`src/rtl/assert_macros.svh`:
```
// Assertion helpers shared by the top module and apwa_ring.
`ifndef ASSERT_MACROS_SVH
`define ASSERT_MACROS_SVH

// Check a property on every rising edge outside reset.
`define APWA_ASSERT(lbl, clk, rst_n, prop, msg) \
    lbl: assert property (@(posedge clk) disable iff (!rst_n) (prop)) \
        else $error(msg);

// Check that pre at one edge is followed by post at the next edge.
`define APWA_ASSERT_NEXT(lbl, clk, rst_n, pre, post, msg) \
    lbl: assert property (@(posedge clk) disable iff (!rst_n) (pre) |=> (post)) \
        else $error(msg);

`endif

```
`src/rtl/apwa_pkg.sv`:
```
package apwa_pkg;

    // Default window geometry and count limit
    localparam int DEF_SLOTS_SHORT = 10;
    localparam int DEF_SLOTS_MID   = 6;
    localparam int DEF_SLOTS_LONG  = 60;
    localparam int DEF_MAX_PULSES  = 500;

    // Field widths
    localparam int TIME_W     = 32;
    localparam int DEB_W      = 8;
    localparam int CAL_W      = 12;
    localparam int COUNT_W    = 9;
    localparam int SUM_SHORT_W = 13;
    localparam int SUM_MID_W  = 15;
    localparam int SUM_LONG_W = 21;
    localparam int SPEED_W    = 21;

    // Configuration port
    localparam int CFG_IDX_W  = 1;
    localparam int CFG_DATA_W = 12;
    localparam logic [CFG_IDX_W-1:0] CFG_DEBOUNCE_MS = 1'd0;
    localparam logic [CFG_IDX_W-1:0] CFG_CALIB       = 1'd1;
    localparam logic [DEB_W-1:0] DEBOUNCE_RESET = 8'd3;
    localparam logic [CAL_W-1:0] CALIB_RESET    = 12'd330;

    // Event codes
    localparam logic FUNC_EDGE = 1'b0;
    localparam logic FUNC_TICK = 1'b1;

    typedef struct packed {
        logic              func;
        logic [TIME_W-1:0] time_ms;
    } in_item_t;

    typedef struct packed {
        logic                   pulse_accepted;
        logic [COUNT_W-1:0]     second_count;
        logic [SUM_SHORT_W-1:0] sum_short;
        logic [SUM_MID_W-1:0]   sum_mid;
        logic [SUM_LONG_W-1:0]  sum_long;
        logic [SPEED_W-1:0]     speed_short_mm_s;
        logic [SPEED_W-1:0]     speed_mid_mm_s;
        logic [SPEED_W-1:0]     speed_long_mm_s;
    } out_item_t;

    // Result fields that ride along the speed pipeline
    typedef struct packed {
        logic                   pulse_accepted;
        logic [COUNT_W-1:0]     second_count;
        logic [SUM_SHORT_W-1:0] sum_short;
        logic [SUM_MID_W-1:0]   sum_mid;
        logic [SUM_LONG_W-1:0]  sum_long;
    } side_t;

endpackage

```
`src/rtl/apwa_stream_if.sv`:
```
interface apwa_stream_if #(
    parameter type payload_t = logic
);
    logic     valid;
    logic     ready;
    payload_t data;

    modport source (output valid, output data, input ready);
    modport sink (input valid, input data, output ready);
endinterface

```
`src/rtl/anemometer_pulse_window_averager.sv`:
```
// Pipeline from input transaction to result: input register, calibration product, then
// the partial products and quotient of the reciprocal multiplication for the speed divisions.
// Throughput: one item per cycle; the input stalls only when every pipeline stage is full.
// Reset clears the pulse count, last edge time, ring indexes, running sums,
// and pipeline valids; ring slots read as zero until first written.
`include "assert_macros.svh"

module anemometer_pulse_window_averager import apwa_pkg::*; #(
    parameter int SLOTS_SHORT = DEF_SLOTS_SHORT,
    parameter int SLOTS_MID   = DEF_SLOTS_MID,
    parameter int SLOTS_LONG  = DEF_SLOTS_LONG,
    parameter int MAX_PULSES  = DEF_MAX_PULSES
) (
    input  logic                  clk,
    input  logic                  rst_n,
    apwa_stream_if.sink           in_item,
    apwa_stream_if.source         out_item,
    input  logic                  cfg_we,
    input  logic [CFG_IDX_W-1:0]  cfg_index,
    input  logic [CFG_DATA_W-1:0] cfg_data
);
    localparam int CNT_W   = $clog2(MAX_PULSES + 1);
    localparam int SUM_S_W = CNT_W + $clog2(SLOTS_SHORT);
    localparam int SUM_M_W = SUM_S_W + $clog2(SLOTS_MID);
    localparam int SUM_L_W = SUM_M_W + $clog2(SLOTS_LONG);
    localparam int P_S_W   = SUM_S_W + CAL_W;
    localparam int P_M_W   = SUM_M_W + CAL_W;
    localparam int P_L_W   = SUM_L_W + CAL_W;
    localparam int DIV_S   = SLOTS_SHORT;
    localparam int DIV_M   = SLOTS_SHORT * SLOTS_MID;
    localparam int DIV_L   = SLOTS_SHORT * SLOTS_MID * SLOTS_LONG;
    // Speed divider stages after the calibration product: partial products, then quotient
    localparam int STAGES  = 2;
    localparam int NST     = STAGES + 2;

    in_item_t  in_data;
    out_item_t out_data;

    logic [DEB_W-1:0]  debounce_reg;
    logic [CAL_W-1:0]  calib_reg;
    logic [CNT_W-1:0]  count_reg;
    logic [CNT_W-1:0]  count_next;
    logic [TIME_W-1:0] last_edge_reg;
    logic [TIME_W-1:0] last_edge_next;
    logic [TIME_W-1:0] diff;
    logic              in_acc;
    logic              accepted;
    logic              push_short;
    logic              wrap_short;
    logic              wrap_mid;
    logic              wrap_long;
    logic [SUM_S_W-1:0] sum_s_next;
    logic [SUM_M_W-1:0] sum_m_next;
    logic [SUM_L_W-1:0] sum_l_next;

    logic [NST-1:0] v_reg;
    logic [NST:0]   rdy;
    side_t          side_next;
    side_t          side_reg [NST];

    logic [SUM_S_W-1:0] sa_s_reg;
    logic [SUM_M_W-1:0] sa_m_reg;
    logic [SUM_L_W-1:0] sa_l_reg;
    logic [P_S_W-1:0]   prod_s_reg;
    logic [P_M_W-1:0]   prod_m_reg;
    logic [P_L_W-1:0]   prod_l_reg;
    logic [SPEED_W-1:0] q_s;
    logic [SPEED_W-1:0] q_m;
    logic [SPEED_W-1:0] q_l;

    assign in_data = in_item.data;
    assign in_acc  = in_item.valid && rdy[0];

    // Configuration
    always_ff @(posedge clk or negedge rst_n)
    begin
        if (!rst_n)
        begin
            debounce_reg <= DEBOUNCE_RESET;
            calib_reg    <= CALIB_RESET;
        end
        else if (cfg_we)
        begin
            unique case (cfg_index)
                CFG_DEBOUNCE_MS: debounce_reg <= DEB_W'(cfg_data);
                CFG_CALIB:       calib_reg    <= CAL_W'(cfg_data);
            endcase
        end
    end

    // Debounce, count and tick handling
    always_comb
    begin
        diff           = in_data.time_ms - last_edge_reg;
        count_next     = count_reg;
        last_edge_next = last_edge_reg;
        accepted       = 1'b0;
        push_short     = 1'b0;
        if (in_acc)
        begin
            unique case (in_data.func)
                FUNC_EDGE:
                begin
                    if (diff > TIME_W'(debounce_reg))
                    begin
                        last_edge_next = in_data.time_ms;
                        if (count_reg < CNT_W'(MAX_PULSES))
                        begin
                            count_next = count_reg + 1'b1;
                            accepted   = 1'b1;
                        end
                    end
                end
                FUNC_TICK:
                begin
                    push_short = 1'b1;
                    count_next = '0;
                end
            endcase
        end
    end

    always_ff @(posedge clk or negedge rst_n)
    begin
        if (!rst_n)
        begin
            count_reg     <= '0;
            last_edge_reg <= '0;
        end
        else
        begin
            count_reg     <= count_next;
            last_edge_reg <= last_edge_next;
        end
    end

    // Cascaded rings: each wrap pushes the new window sum one level down
    apwa_ring #(
        .DEPTH (SLOTS_SHORT),
        .VAL_W (CNT_W),
        .SUM_W (SUM_S_W)
    ) u_ring_short (
        .clk      (clk),
        .rst_n    (rst_n),
        .push     (push_short),
        .val      (count_reg),
        .sum_next (sum_s_next),
        .wrap     (wrap_short)
    );

    apwa_ring #(
        .DEPTH (SLOTS_MID),
        .VAL_W (SUM_S_W),
        .SUM_W (SUM_M_W)
    ) u_ring_mid (
        .clk      (clk),
        .rst_n    (rst_n),
        .push     (wrap_short),
        .val      (sum_s_next),
        .sum_next (sum_m_next),
        .wrap     (wrap_mid)
    );

    apwa_ring #(
        .DEPTH (SLOTS_LONG),
        .VAL_W (SUM_M_W),
        .SUM_W (SUM_L_W)
    ) u_ring_long (
        .clk      (clk),
        .rst_n    (rst_n),
        .push     (wrap_mid),
        .val      (sum_m_next),
        .sum_next (sum_l_next),
        .wrap     (wrap_long)
    );

    always_comb
    begin
        side_next.pulse_accepted = accepted;
        side_next.second_count   = COUNT_W'(count_next);
        side_next.sum_short      = SUM_SHORT_W'(sum_s_next);
        side_next.sum_mid        = SUM_MID_W'(sum_m_next);
        side_next.sum_long       = SUM_LONG_W'(sum_l_next);
    end

    // A stage loads when it is empty or the stage after it moves on
    always_comb
    begin
        rdy[NST] = out_item.ready;
        for (int k = NST - 1; k >= 0; k--)
        begin
            rdy[k] = !v_reg[k] || rdy[k+1];
        end
    end

    always_ff @(posedge clk or negedge rst_n)
    begin
        if (!rst_n)
        begin
            v_reg <= '0;
        end
        else
        begin
            if (rdy[0])
            begin
                v_reg[0] <= in_item.valid;
            end
            for (int k = 1; k < NST; k++)
            begin
                if (rdy[k])
                begin
                    v_reg[k] <= v_reg[k-1];
                end
            end
        end
    end

    always_ff @(posedge clk)
    begin
        if (rdy[0])
        begin
            side_reg[0] <= side_next;
            sa_s_reg    <= sum_s_next;
            sa_m_reg    <= sum_m_next;
            sa_l_reg    <= sum_l_next;
        end
        if (rdy[1])
        begin
            prod_s_reg <= P_S_W'(sa_s_reg) * P_S_W'(calib_reg);
            prod_m_reg <= P_M_W'(sa_m_reg) * P_M_W'(calib_reg);
            prod_l_reg <= P_L_W'(sa_l_reg) * P_L_W'(calib_reg);
        end
        for (int k = 1; k < NST; k++)
        begin
            if (rdy[k])
            begin
                side_reg[k] <= side_reg[k-1];
            end
        end
    end

    apwa_cdiv #(
        .X_W     (P_S_W),
        .DIVISOR (DIV_S),
        .Q_W     (SPEED_W)
    ) u_div_short (
        .clk (clk),
        .en  (rdy[2 +: STAGES]),
        .x   (prod_s_reg),
        .q   (q_s)
    );

    apwa_cdiv #(
        .X_W     (P_M_W),
        .DIVISOR (DIV_M),
        .Q_W     (SPEED_W)
    ) u_div_mid (
        .clk (clk),
        .en  (rdy[2 +: STAGES]),
        .x   (prod_m_reg),
        .q   (q_m)
    );

    apwa_cdiv #(
        .X_W     (P_L_W),
        .DIVISOR (DIV_L),
        .Q_W     (SPEED_W)
    ) u_div_long (
        .clk (clk),
        .en  (rdy[2 +: STAGES]),
        .x   (prod_l_reg),
        .q   (q_l)
    );

    always_comb
    begin
        out_data.pulse_accepted   = side_reg[NST-1].pulse_accepted;
        out_data.second_count     = side_reg[NST-1].second_count;
        out_data.sum_short        = side_reg[NST-1].sum_short;
        out_data.sum_mid          = side_reg[NST-1].sum_mid;
        out_data.sum_long         = side_reg[NST-1].sum_long;
        out_data.speed_short_mm_s = q_s;
        out_data.speed_mid_mm_s   = q_m;
        out_data.speed_long_mm_s  = q_l;
    end

    assign in_item.ready  = rdy[0];
    assign out_item.valid = v_reg[NST-1];
    assign out_item.data  = out_data;

    `APWA_ASSERT(a_count_max, clk, rst_n, count_reg <= CNT_W'(MAX_PULSES), "pulse count above limit")
    `APWA_ASSERT_NEXT(a_tick_clears, clk, rst_n, in_acc && (in_data.func == FUNC_TICK), count_reg == '0, "tick did not clear count")
    `APWA_ASSERT(a_stall_full, clk, rst_n, !rdy[0] |-> (&v_reg), "input stalled with a free stage")
    `APWA_ASSERT(a_long_wrap, clk, rst_n, !wrap_long || wrap_mid, "long ring wrapped without a push")
endmodule

```
`src/rtl/apwa_ram.sv`:
```
module apwa_ram #(
    parameter int WIDTH = 8,
    parameter int DEPTH = 16
) (
    input  logic                     clk,
    input  logic                     we,
    input  logic [$clog2(DEPTH)-1:0] waddr,
    input  logic [WIDTH-1:0]         wdata,
    input  logic [$clog2(DEPTH)-1:0] raddr,
    output logic [WIDTH-1:0]         rdata
);
    logic [WIDTH-1:0] mem_reg [DEPTH];
    logic [WIDTH-1:0] rdata_reg;

    always_ff @(posedge clk)
    begin
        if (we)
        begin
            mem_reg[waddr] <= wdata;
        end
        rdata_reg <= mem_reg[raddr];
    end

    assign rdata = rdata_reg;
endmodule

```
`src/rtl/apwa_ring.sv`:
```
`include "assert_macros.svh"

module apwa_ring #(
    parameter int DEPTH = 10,
    parameter int VAL_W = 9,
    parameter int SUM_W = 13
) (
    input  logic             clk,
    input  logic             rst_n,
    input  logic             push,
    input  logic [VAL_W-1:0] val,
    output logic [SUM_W-1:0] sum_next,
    output logic             wrap
);
    localparam int IDX_W = $clog2(DEPTH);

    logic [IDX_W-1:0] idx_reg;
    logic [IDX_W-1:0] idx_next;
    logic             filled_reg;
    logic [SUM_W-1:0] run_reg;
    logic [VAL_W-1:0] rd_data;
    logic [VAL_W-1:0] old_val;
    logic             last;

    // The read port prefetches the slot at the next index, so the slot about
    // to be overwritten is always at hand.
    apwa_ram #(
        .WIDTH (VAL_W),
        .DEPTH (DEPTH)
    ) u_ram (
        .clk   (clk),
        .we    (push),
        .waddr (idx_reg),
        .wdata (val),
        .raddr (idx_next),
        .rdata (rd_data)
    );

    assign last = (idx_reg == IDX_W'(DEPTH - 1));
    assign wrap = push && last;

    always_comb
    begin
        idx_next = idx_reg;
        if (push)
        begin
            idx_next = last ? '0 : idx_reg + 1'b1;
        end
        // Slots are written in order: until the first wrap, the current one is empty.
        old_val  = filled_reg ? rd_data : '0;
        sum_next = push ? (run_reg - SUM_W'(old_val) + SUM_W'(val)) : run_reg;
    end

    always_ff @(posedge clk or negedge rst_n)
    begin
        if (!rst_n)
        begin
            idx_reg    <= '0;
            filled_reg <= 1'b0;
            run_reg    <= '0;
        end
        else
        begin
            idx_reg <= idx_next;
            run_reg <= sum_next;
            if (wrap)
            begin
                filled_reg <= 1'b1;
            end
        end
    end

    `APWA_ASSERT(a_idx_range, clk, rst_n, idx_reg <= IDX_W'(DEPTH - 1), "ring index out of range")
    `APWA_ASSERT_NEXT(a_wrap_fills, clk, rst_n, wrap, (idx_reg == '0) && filled_reg, "ring wrap lost")
endmodule

```
`src/rtl/apwa_cdiv.sv`:
```
module apwa_cdiv #(
    parameter int X_W     = 25,
    parameter int DIVISOR = 10,
    parameter int Q_W     = 21
) (
    input  logic           clk,
    input  logic [1:0]     en,
    input  logic [X_W-1:0] x,
    output logic [Q_W-1:0] q
);
    // Multiply by ceil(2^S / DIVISOR) and drop S bits. With S = X_W + clog2(DIVISOR)
    // the rounding error stays below one quotient step for every X_W-bit input.
    localparam int S    = X_W + $clog2(DIVISOR);
    localparam int C_W  = S + 2;
    localparam int M_W  = X_W + 2;
    localparam int LO_W = M_W / 2;
    localparam int HI_W = M_W - LO_W;
    localparam int LP_W = X_W + LO_W;
    localparam int HP_W = X_W + HI_W;
    localparam int F_W  = X_W + M_W;
    localparam logic [C_W-1:0] ONE_S  = C_W'(1) << S;
    localparam logic [C_W-1:0] M_FULL = (ONE_S + C_W'(DIVISOR - 1)) / C_W'(DIVISOR);
    localparam logic [M_W-1:0] RECIP  = M_W'(M_FULL);
    localparam logic [LO_W-1:0] RECIP_LO = RECIP[LO_W-1:0];
    localparam logic [HI_W-1:0] RECIP_HI = RECIP[M_W-1:LO_W];

    logic [LP_W-1:0] pp_lo_reg;
    logic [HP_W-1:0] pp_hi_reg;
    logic [F_W-1:0]  prod_sum;
    logic [Q_W-1:0]  q_next;
    logic [Q_W-1:0]  q_reg;

    // Split the reciprocal so each multiplier stays narrow; recombine from the registered partial products
    assign prod_sum = {pp_hi_reg, {LO_W{1'b0}}} + F_W'(pp_lo_reg);
    assign q_next   = Q_W'(prod_sum >> S);

    always_ff @(posedge clk)
    begin
        if (en[0])
        begin
            pp_lo_reg <= LP_W'(x) * LP_W'(RECIP_LO);
            pp_hi_reg <= HP_W'(x) * HP_W'(RECIP_HI);
        end
        if (en[1])
        begin
            q_reg <= q_next;
        end
    end

    assign q = q_reg;
endmodule
```
`src/flat_wrapper.sv`:
```
// flat-port wrapper written by rule: the top's interface ports become plain ports
module anemometer_pulse_window_averager_flat import apwa_pkg::*;
#(
    parameter int SLOTS_SHORT = DEF_SLOTS_SHORT,
    parameter int SLOTS_MID   = DEF_SLOTS_MID,
    parameter int SLOTS_LONG  = DEF_SLOTS_LONG,
    parameter int MAX_PULSES  = DEF_MAX_PULSES
)
  (clk, rst_n, cfg_we, cfg_index, cfg_data, in_item_valid, in_item_data, in_item_ready, out_item_valid, out_item_data, out_item_ready);
  apwa_stream_if in_item_i ();
  apwa_stream_if out_item_i ();
  input  logic clk;
  input  logic rst_n;
  input  logic cfg_we;
  input  logic [CFG_IDX_W-1:0] cfg_index;
  input  logic [CFG_DATA_W-1:0] cfg_data;
  input wire logic [$bits(in_item_i.valid)-1:0] in_item_valid;
  input wire logic [$bits(in_item_i.data)-1:0] in_item_data;
  output wire logic [$bits(in_item_i.ready)-1:0] in_item_ready;
  output wire logic [$bits(out_item_i.valid)-1:0] out_item_valid;
  output wire logic [$bits(out_item_i.data)-1:0] out_item_data;
  input wire logic [$bits(out_item_i.ready)-1:0] out_item_ready;
  assign in_item_i.valid = in_item_valid;
  assign in_item_i.data = in_item_data;
  assign in_item_ready = in_item_i.ready;
  assign out_item_valid = out_item_i.valid;
  assign out_item_data = out_item_i.data;
  assign out_item_i.ready = out_item_ready;
  anemometer_pulse_window_averager #(.SLOTS_SHORT(SLOTS_SHORT), .SLOTS_MID(SLOTS_MID), .SLOTS_LONG(SLOTS_LONG), .MAX_PULSES(MAX_PULSES)) u_core (.clk(clk), .rst_n(rst_n), .in_item(in_item_i), .out_item(out_item_i), .cfg_we(cfg_we), .cfg_index(cfg_index), .cfg_data(cfg_data));
endmodule
```
`config.mk`:
```
export PLATFORM = sky130hd
export DESIGN_NAME = anemometer_pulse_window_averager_flat
export DESIGN_NICKNAME = d
export VERILOG_FILES = /design/src/rtl/apwa_pkg.sv /design/src/rtl/apwa_stream_if.sv /design/src/rtl/anemometer_pulse_window_averager.sv /design/src/rtl/apwa_ram.sv /design/src/rtl/apwa_ring.sv /design/src/rtl/apwa_cdiv.sv /design/src/flat_wrapper.sv
export VERILOG_INCLUDE_DIRS = /design/src /design/src/rtl
export SDC_FILE = /design/constraint.sdc
export NUM_CORES = 1
export LEC_CHECK = 0
export ABC_AREA = 1
export ABC_CLOCK_PERIOD_IN_PS = 800
export BUFFER_PORTS_ARGS = -buffer_cell sky130_fd_sc_hd__buf_2
export CAP_MARGIN = 10
export CORE_AREA = 2 2 39 41
export DETAILED_ROUTE_END_ITERATION = 10
export DIE_AREA = 0 0 41 43
export PLACE_DENSITY = 0.51
export SETUP_SLACK_MARGIN = 0.3
export SYNTH_ARGS = -nofsm -noshare
export SYNTH_HDL_FRONTEND = slang
export SYNTH_SLANG_ARGS = --single-unit
```
`constraint.sdc`:
```
create_clock -name clk -period 0.8 [get_ports clk]
set_input_delay 0.04 -clock clk [delete_from_list [all_inputs] [get_ports clk]]
set_output_delay 0.04 -clock clk [all_outputs]
set_load 0.02 [all_outputs]
```
# Word-level counts from Yosys, hierarchy flattened
# Index checks and enable logic that the tools add are counted.
[word_totals]
register_bits = 4
in_bits = 19
output_inout_bits = 3
word_cells = 12
[classes]
n_reduce_logical = 8
[op_table]
columns = ["operator", "count"]
rows = [
  ["$logic_not 1->1", 4],
  ["$logic_or 1x1->1", 4],
]

# Logic depth before layout (Yosys ltp)
# Gate-level depths: netlist (run 1).
[depth]
depth_word = 5
depth_mapped = 4
mapped_depth_nobuf = 4

# By module
# A second synthesis (run 1) with hierarchy kept.
[unflattened]
cells_unflattened = 9926
area_unflattened_um2 = 92581.3
[by_module_without_submodules]
columns = ["mod", "area_each_um2", "seq_area_each_um2", "cells_per_inst", "instances"]
rows = [
  ["apwa_ram at u_core.u_ring_long.u_ram", 39748.1, 29148.0, 3387, 1],
  ["apwa_cdiv", 25777.2, 3093.0, 3226, 1],
  ["anemometer_pulse_window_averager", 12388.1, 2539.9, 1537, 1],
  ["apwa_ram at u_core.u_ring_short.u_ram", 4062.6, 2882.8, 372, 1],
  ["apwa_ram at u_core.u_ring_mid.u_ram", 3335.7, 2602.5, 263, 1],
  ["apwa_ring at u_core.u_ring_long", 3293.2, 725.7, 525, 1],
  ["apwa_ring at u_core.u_ring_mid", 2193.4, 500.5, 345, 1],
  ["apwa_ring at u_core.u_ring_short", 1783.0, 450.4, 271, 1],
]

# Least setup slack after synthesis (run 1)
# OpenSTA, ideal clock, no wires.
[synth_path]
path_type = "reg2reg"
from = "reg u_core.v_reg[3]"
to = "reg u_core.v_reg[0]"
setup_time_ps = 70
path_stages_with_launch = 5
required_time_ps = 730
path_slack_ps = -171
t_arrival_ps = 900
synth_period_minus_slack_ps = 971
path_buffers = 0
path_cell_list = "dfrtp_1 -> inv_1 -> nor2_4 -> nand4_2 -> nand2_1"
[synth_via]
elab_chain_len = 5
[synth_lines]
columns = ["element", "line", "source"]
rows = [
  ["start: declaration", "anemometer_pulse_window_averager.sv:56", "logic [NST-1:0] v_reg;"],
  ["start signal: indexed assignment", "anemometer_pulse_window_averager.sv:212", "v_reg[k] <= v_reg[k-1];"],
  ["$logic_not 1->1", "anemometer_pulse_window_averager.sv:192", "rdy[k] = !v_reg[k] || rdy[k+1];"],
  ["$logic_or 1x1->1 (4 in series)", "anemometer_pulse_window_averager.sv:192", ""],
  ["via in_item_ready", "flat_wrapper.sv:19", "output wire logic [$bits(in_item_i.ready)-1:0] in_item_ready;"],
]
# The timed path passes the listed nets, and every way through them passes these cells.
# A chain may end at the register's enable or synchronous reset.

# Worst setup path in the final report (run 1)
[layout_path]
from = "reg u_core.v_reg[3]"
to = "out in_item_ready"
[layout_via]
elab_chain_len = 5
[layout_lines]
columns = ["element", "line"]
rows = [
  ["$logic_not 1->1", "anemometer_pulse_window_averager.sv:192"],
  ["$logic_or 1x1->1 (4 in series)", "anemometer_pulse_window_averager.sv:192"],
  ["end: declaration", "flat_wrapper.sv:19"],
]
# Every way passes these cells.

==> results.cfg, run 1 <==
[outcome]
status = finished with violations
violations = negative hold slack, negative setup slack

[synth]
yosys_register_bits = 4
netlist_area_sq_um = 177.7
syn_area_per_cell_sq_um = 11.10
yosysUniqueCellTypes = 10
synthCells = 16
synth_seq_area_share_pct = 56.34
synth_fp_nets = 35
synth_warnings = 0

[power_and_ir_drop]
power.total_uw = 614.9
vdd_ir_drop_max_v = 0.0008273
pwr-share-seq_pct = 40.1
internal-power_uw = 458.0
p_leak_nw = 0.1290
power.density_nw_per_um2 = 2234
p_sw_share_pct = 25.52
p_comb_share_pct = 15.5
pwr-share-clk_pct = 44.4
p_switching_uw = 156.9

[timing]
slew_violations = 0
max_freq_ghz = 0.9979
skew_ns = 0.009118
whs_ns = -0.01079
min_period_ns = 1.002
setup_viol = 5
fin_ws_ns = -0.2021
final.period_utilization_pct = 125.3
rsz0062_at_grt = true
hold_violations = 1

[detailed_routing]
drc_errors = 0
avgRoutedWirePerCell_um = 6.929
vias_per_cell = 3.262
detail-route-antenna-nets = 0
drt_iter0_drc = 3
vias = 137
drtPass1Iterations = 2
routed_wl_um = 291

[placed_design]
post-place-ws_ns = -0.01656
place.gp.congestion = 0.7262
dpl_cell_area_sq_um = 225.2
dp.final_hpwl_um = 231.3
numPortBuffers = 5

[setup_path]
critical_path.max_fanout = 2
cp_data_arrival_time_ns = 0.96
slowest_delay_ns = 0.35
crit_slowest_cell = dfrtp_2
r2r-start = u_core.v_reg[3]
endpoint_kind = output port
start_kind = flop
critPathKind = flop to output port
ff2ff_path_depth = 4
crit_chain = inv_2 > nor2_4 > nand4_4 > buf_6
cp_data_required_time_ns = 0.76
r2r_slack_ns = -0.15
r2r-end = u_core.v_reg[3]

[hold_path]
hold_class = primary input to flop
hold_depth = 3
holdPathEnd = u_core.v_reg[0]
hold_start = in_item_valid

[global_routing]
grt_max_degree = 5
grt_usage_pct = 5.550
overflow = 0
antenna_found_initial = 0
grt_first_pass_wirelength_um = 496
grt_pass1_vias = 120

[die]
num_io_pins = 22
design.die.area_sq_um = 1763
rows = 14
start_util_pct = 12.84
core-area_sq_um = 1384
dieWidth_um = 41
die-height_um = 43

[cells_and_area]
drive_above_1_share_pct = 57.69
synthToLayoutAreaGrowth_pct = 54.93
diodes = 0
fin_area_sq_um = 275.3
largest_reg_flops = 4
utilization_pct = 19.89
fillers = 149
num-nets-final = 46

[clock_tree]
cts_tree = yes
cts.path.max_buffers = 2
cts_made_buffers = 3
path_clk_slew_ns = 0.04
root_buffer = clkbuf_4
htree_num_levels = 1
cts.sinks = 4
postCtsHoldBufs = 1
clock_latency_ns = 0.24

[job]
cap_violations = 0
==> timing repair <==
action	4_1_cts	5_1_grt
endpoints found under the setup margin	6	6
hold endpoints to repair	5	1
setup buffers	1	0
pin swaps	2	2
resized for setup	2	0
==> metal layers <==
metal  vias to the layer above  share of wire (%)  GRT usage [%]
met1                        60                 40          4.902
met5                         -                  0              0
li1                         66                  -              -
met4                         0                2.1          4.000
met2                         9                 37          4.375
met3                         2                 21          10.47
==> cell type report <==
cell class	instances	area, sq um	share of cell area [%]
well taps	16	20.02	7.273
multi-input cells	8	67.56	24.55
inverters	3	11.26	4.091
flip-flops and latches	4	101.3	36.82
clock buffers	4	26.28	9.545
repair buffers	7	48.80	17.73
==> cells by family (layout without fill, tap and decap cells) <==
group           count (synthesis)  count (layout)  share of synthesized area, %
compound gates                  1               1                         6.338
buf+inv                         4              14                         10.56
flops                           4               4                         56.34
other cells                     1               1                         2.111
simple gates                    6               6                         24.65
==> cells in the mapped netlist <==
cell      count  area, sq um
conb_1        1        3.750
buf_4         1        7.510
nand2_1       2        7.510
nor2_4        1        11.26
inv_1         3        11.26
nand2_2       1        6.260
o21bai_2      1        11.26
dfrtp_1       4        100.1
nand4_2       1        12.51
or2_1         1        6.260
==> stage by stage <==
stage | hold WS, ns | std cells | setup TNS (ns)
after floorplan | -0.2556 | 16 | -0.1260
after global placement | -0.1485 | 36 | -0.007217
after detailed placement | -0.1499 | 36 | -0.02151
after CTS | -0.02327 | 42 | -0.5833
after global routing | -0.01487 | 42 | -0.7005
final | -0.01079 | 42 | -0.5033
==> how the worst max path moves through the flow <==
stage | startpoint | end | slack (ns)
after floorplan | u_core.v_reg[3] | u_core.v_reg[3] | -0.07
after global placement | u_core.v_reg[3] | u_core.v_reg[3] | -0.007
after detailed placement | u_core.v_reg[3] | u_core.v_reg[3] | -0.02
after CTS | u_core.v_reg[3] | in_item_ready | -0.25
after global routing | u_core.v_reg[3] | in_item_ready | -0.26
final | u_core.v_reg[3] | in_item_ready | -0.20
==> power groups by stage <==
| stage | registers (mW) | logic [mW] | clock network (mW) |
|---|---|---|---|
| after floorplan | 0.252 | 0.0558 | 0 |
| after global placement | 0.248 | 0.0811 | 0 |
| after global routing | 0.249 | 0.105 | 0.321 |
| after CTS | 0.247 | 0.0974 | 0.292 |
| after detailed placement | 0.249 | 0.0820 | 0 |
| final | 0.246 | 0.0956 | 0.273 |
==> worst max-delay path: cells and delay by family (launching register included) <==
| kind | cells | cell delay (ns) |
|---|---|---|
| DFF | 1 | 0.35 |
| buffers and inverters | 2 | 0.18 |
| and+or+nand+nor | 2 | 0.19 |
==> layout by cell type (no fill, tap or decap) <==
| cell | netlist | final |
|---|---|---|
| o21bai_2 | 1 | 1 |
| buf_2 | 0 | 4 |
| clkbuf_1 | 0 | 1 |
| dfrtp_1 | 4 | 3 |
| inv_2 | 0 | 1 |
| nand4_4 | 0 | 1 |
| nor2_4 | 1 | 1 |
| or2_1 | 1 | 1 |
| inv_1 | 3 | 2 |
| nand2_1 | 2 | 2 |
| nand2_2 | 1 | 1 |
| buf_6 | 0 | 1 |
| clkbuf_4 | 0 | 3 |
| conb_1 | 1 | 1 |
| dlygate4sd3_1 | 0 | 1 |
| buf_4 | 1 | 1 |
| dfrtp_2 | 0 | 1 |
Note: power is estimated with default switching activity, not from simulation.
==> run 2: changes to the inputs <==
PLACE_DENSITY = default   (was 0.51)
==> run 2 against run 1 <==
Against the previous run: the flow still finishes with violations (negative hold slack, negative setup slack); register-to-register slack hardly changed; hold slack hardly changed; sequential cell count stayed put; sequential share of layout area is 0.98 points lower; first-iteration DRC count stayed put; largest cell class unchanged.
==> results.cfg, run 2 (synthesis results as in run 1) <==
[outcome]
status = finished with violations
violations = negative hold slack, negative setup slack

[cells_and_area]
layout_commonest_cell = buf_2
fin_cells = 43
drive_above_1_share_pct = 59.26
num-nets-final = 47
synthToLayoutAreaGrowth_pct = 59.16
fillers = 150
diodes = 0
most-common-layout-cells = buf_2, clkbuf_4, dfrtp_1
largest_reg_flops = 4

[detailed_routing]
drtPass1Iterations = 2
routed_wl_um = 339
wl_met3_um = 53
vias = 139
top_layer = met3
wl_met1_um = 128
vias_per_cell = 3.233
detail-route-antenna-nets = 0
dr_wl_met2_um = 156
avgRoutedWirePerCell_um = 7.884
drc_errors = 0
drt_iter0_drc = 3

[job]
cap_violations = 0

[global_routing]
grt_pass1_vias = 162
grt_first_pass_wirelength_um = 634
grt_max_degree = 5
antenna_found_initial = 0
overflow = 0
grt_usage_pct = 6.640

[power_and_ir_drop]
p_leak_nw = 0.1331
vdd_ir_drop_max_v = 0.0005477
power.density_nw_per_um2 = 2229

[setup_path]
r2r-start = u_core.v_reg[3]
cp_data_arrival_time_ns = 0.97
cp_data_required_time_ns = 0.76
endpoint_kind = output port
slowest_delay_ns = 0.36
crit_chain = inv_2 > nor2_4 > nand4_4 > buf_6
critical_path.max_fanout = 2
critPathKind = flop to output port
crit_slowest_cell = dfrtp_2
start_kind = flop
ff2ff_path_depth = 4
r2r-end = u_core.v_reg[3]
r2r_slack_ns = -0.15

[timing]
max_freq_ghz = 0.9895
setup_tns_ns = -0.5787
rsz0062_at_grt = true
fin_ws_ns = -0.2106
skew_ns = 0.01343
hold_violations = 1
slew_violations = 0
setup_viol = 6
final.period_utilization_pct = 126.3
min_period_ns = 1.011
whs_ns = -0.01075

[clock_tree]
clock_latency_ns = 0.24
cts_tree = yes
cts.path.max_buffers = 2
htree_num_levels = 1
postCtsHoldBufs = 1
path_clk_slew_ns = 0.05
cts.sinks = 4
root_buffer = clkbuf_4
cts_made_buffers = 3

[hold_path]
holdPathEnd = u_core.v_reg[0]
hold_start = in_item_valid
hold_depth = 3
hold_class = primary input to flop

[die]
design.die.area_sq_um = 1763
core-area_sq_um = 1384
die-height_um = 43
start_util_pct = 12.84
rows = 14
dieWidth_um = 41
num_io_pins = 22

[placed_design]
place.gp.congestion = 0.6478
numPortBuffers = 5
place_inst = 36
run 2: report_power, final:
group | total (mW) | switching (mW) | leakage, nW | internal (mW)
Clock | 0.280 | 0.0928 | 0.0150 | 0.188
Sequential | 0.246 | 0.0212 | 0.0416 | 0.225
Combinational | 0.104 | 0.0532 | 0.0765 | 0.0510
run 2: metrics by stage:
stage	cell area [sq um]	setup WS [ns]	power (mW)	util, %	hold WS [ns]
3_5_place_dp	225.2	-0.02904	0.3323	16.27	-0.1487
2_1_floorplan	187.7	-0.06704	0.3075	-	-0.2556
5_1_grt	282.8	-0.2858	0.6864	20.43	-0.001484
3_3_place_gp	225.2	-0.005027	0.3286	16.27	-0.1515
6_report	282.8	-0.2106	0.6304	20.43	-0.01075
4_1_cts	282.8	-0.2620	0.6552	20.43	-0.02260
run 2: critical path: cells and delay by family (launching register included):
family | cells | cell delay, ns
and+or+nand+nor | 2 | 0.18
DFF | 1 | 0.36
buffers and inverters | 2 | 0.18
run 2: final cells by class:
class	count	area [sq um]	area share (%)
tap	16	20.02	7.080
timing repair buffer	8	56.30	19.91
clock buffer	4	26.28	9.292
inverter	3	11.26	3.982
multi-input combinational	8	67.56	23.89
sequential	4	101.3	35.84
run 2: what timing repair did:
item	CTS	global route
gates resized for setup	2	0
endpoints found under the hold margin	5	1
pin swaps	1	1
setup endpoints to repair	6	6
buffers inserted	2	0
run 2: per-layer routing:
| layer | global-route usage (%) | vias up |
|---|---|---|
| met5 | 0 | - |
| met4 | 6.000 | 0 |
| met2 | 7.187 | 9 |
| met3 | 9.424 | 0 |
| met1 | 5.178 | 63 |
| li1 | - | 67 |
run 2: worst max path at each step:
stage | startpoint | to | slack [ns] | cells after the start
floorplan | u_core.v_reg[3] | u_core.v_reg[3] | -0.07 | 3
global placement | u_core.v_reg[3] | in_item_ready | -0.005 | 4
detailed placement | u_core.v_reg[3] | u_core.v_reg[3] | -0.03 | 3
CTS | u_core.v_reg[3] | in_item_ready | -0.26 | 4
global route | u_core.v_reg[3] | in_item_ready | -0.29 | 4
finish | u_core.v_reg[3] | in_item_ready | -0.21 | 4
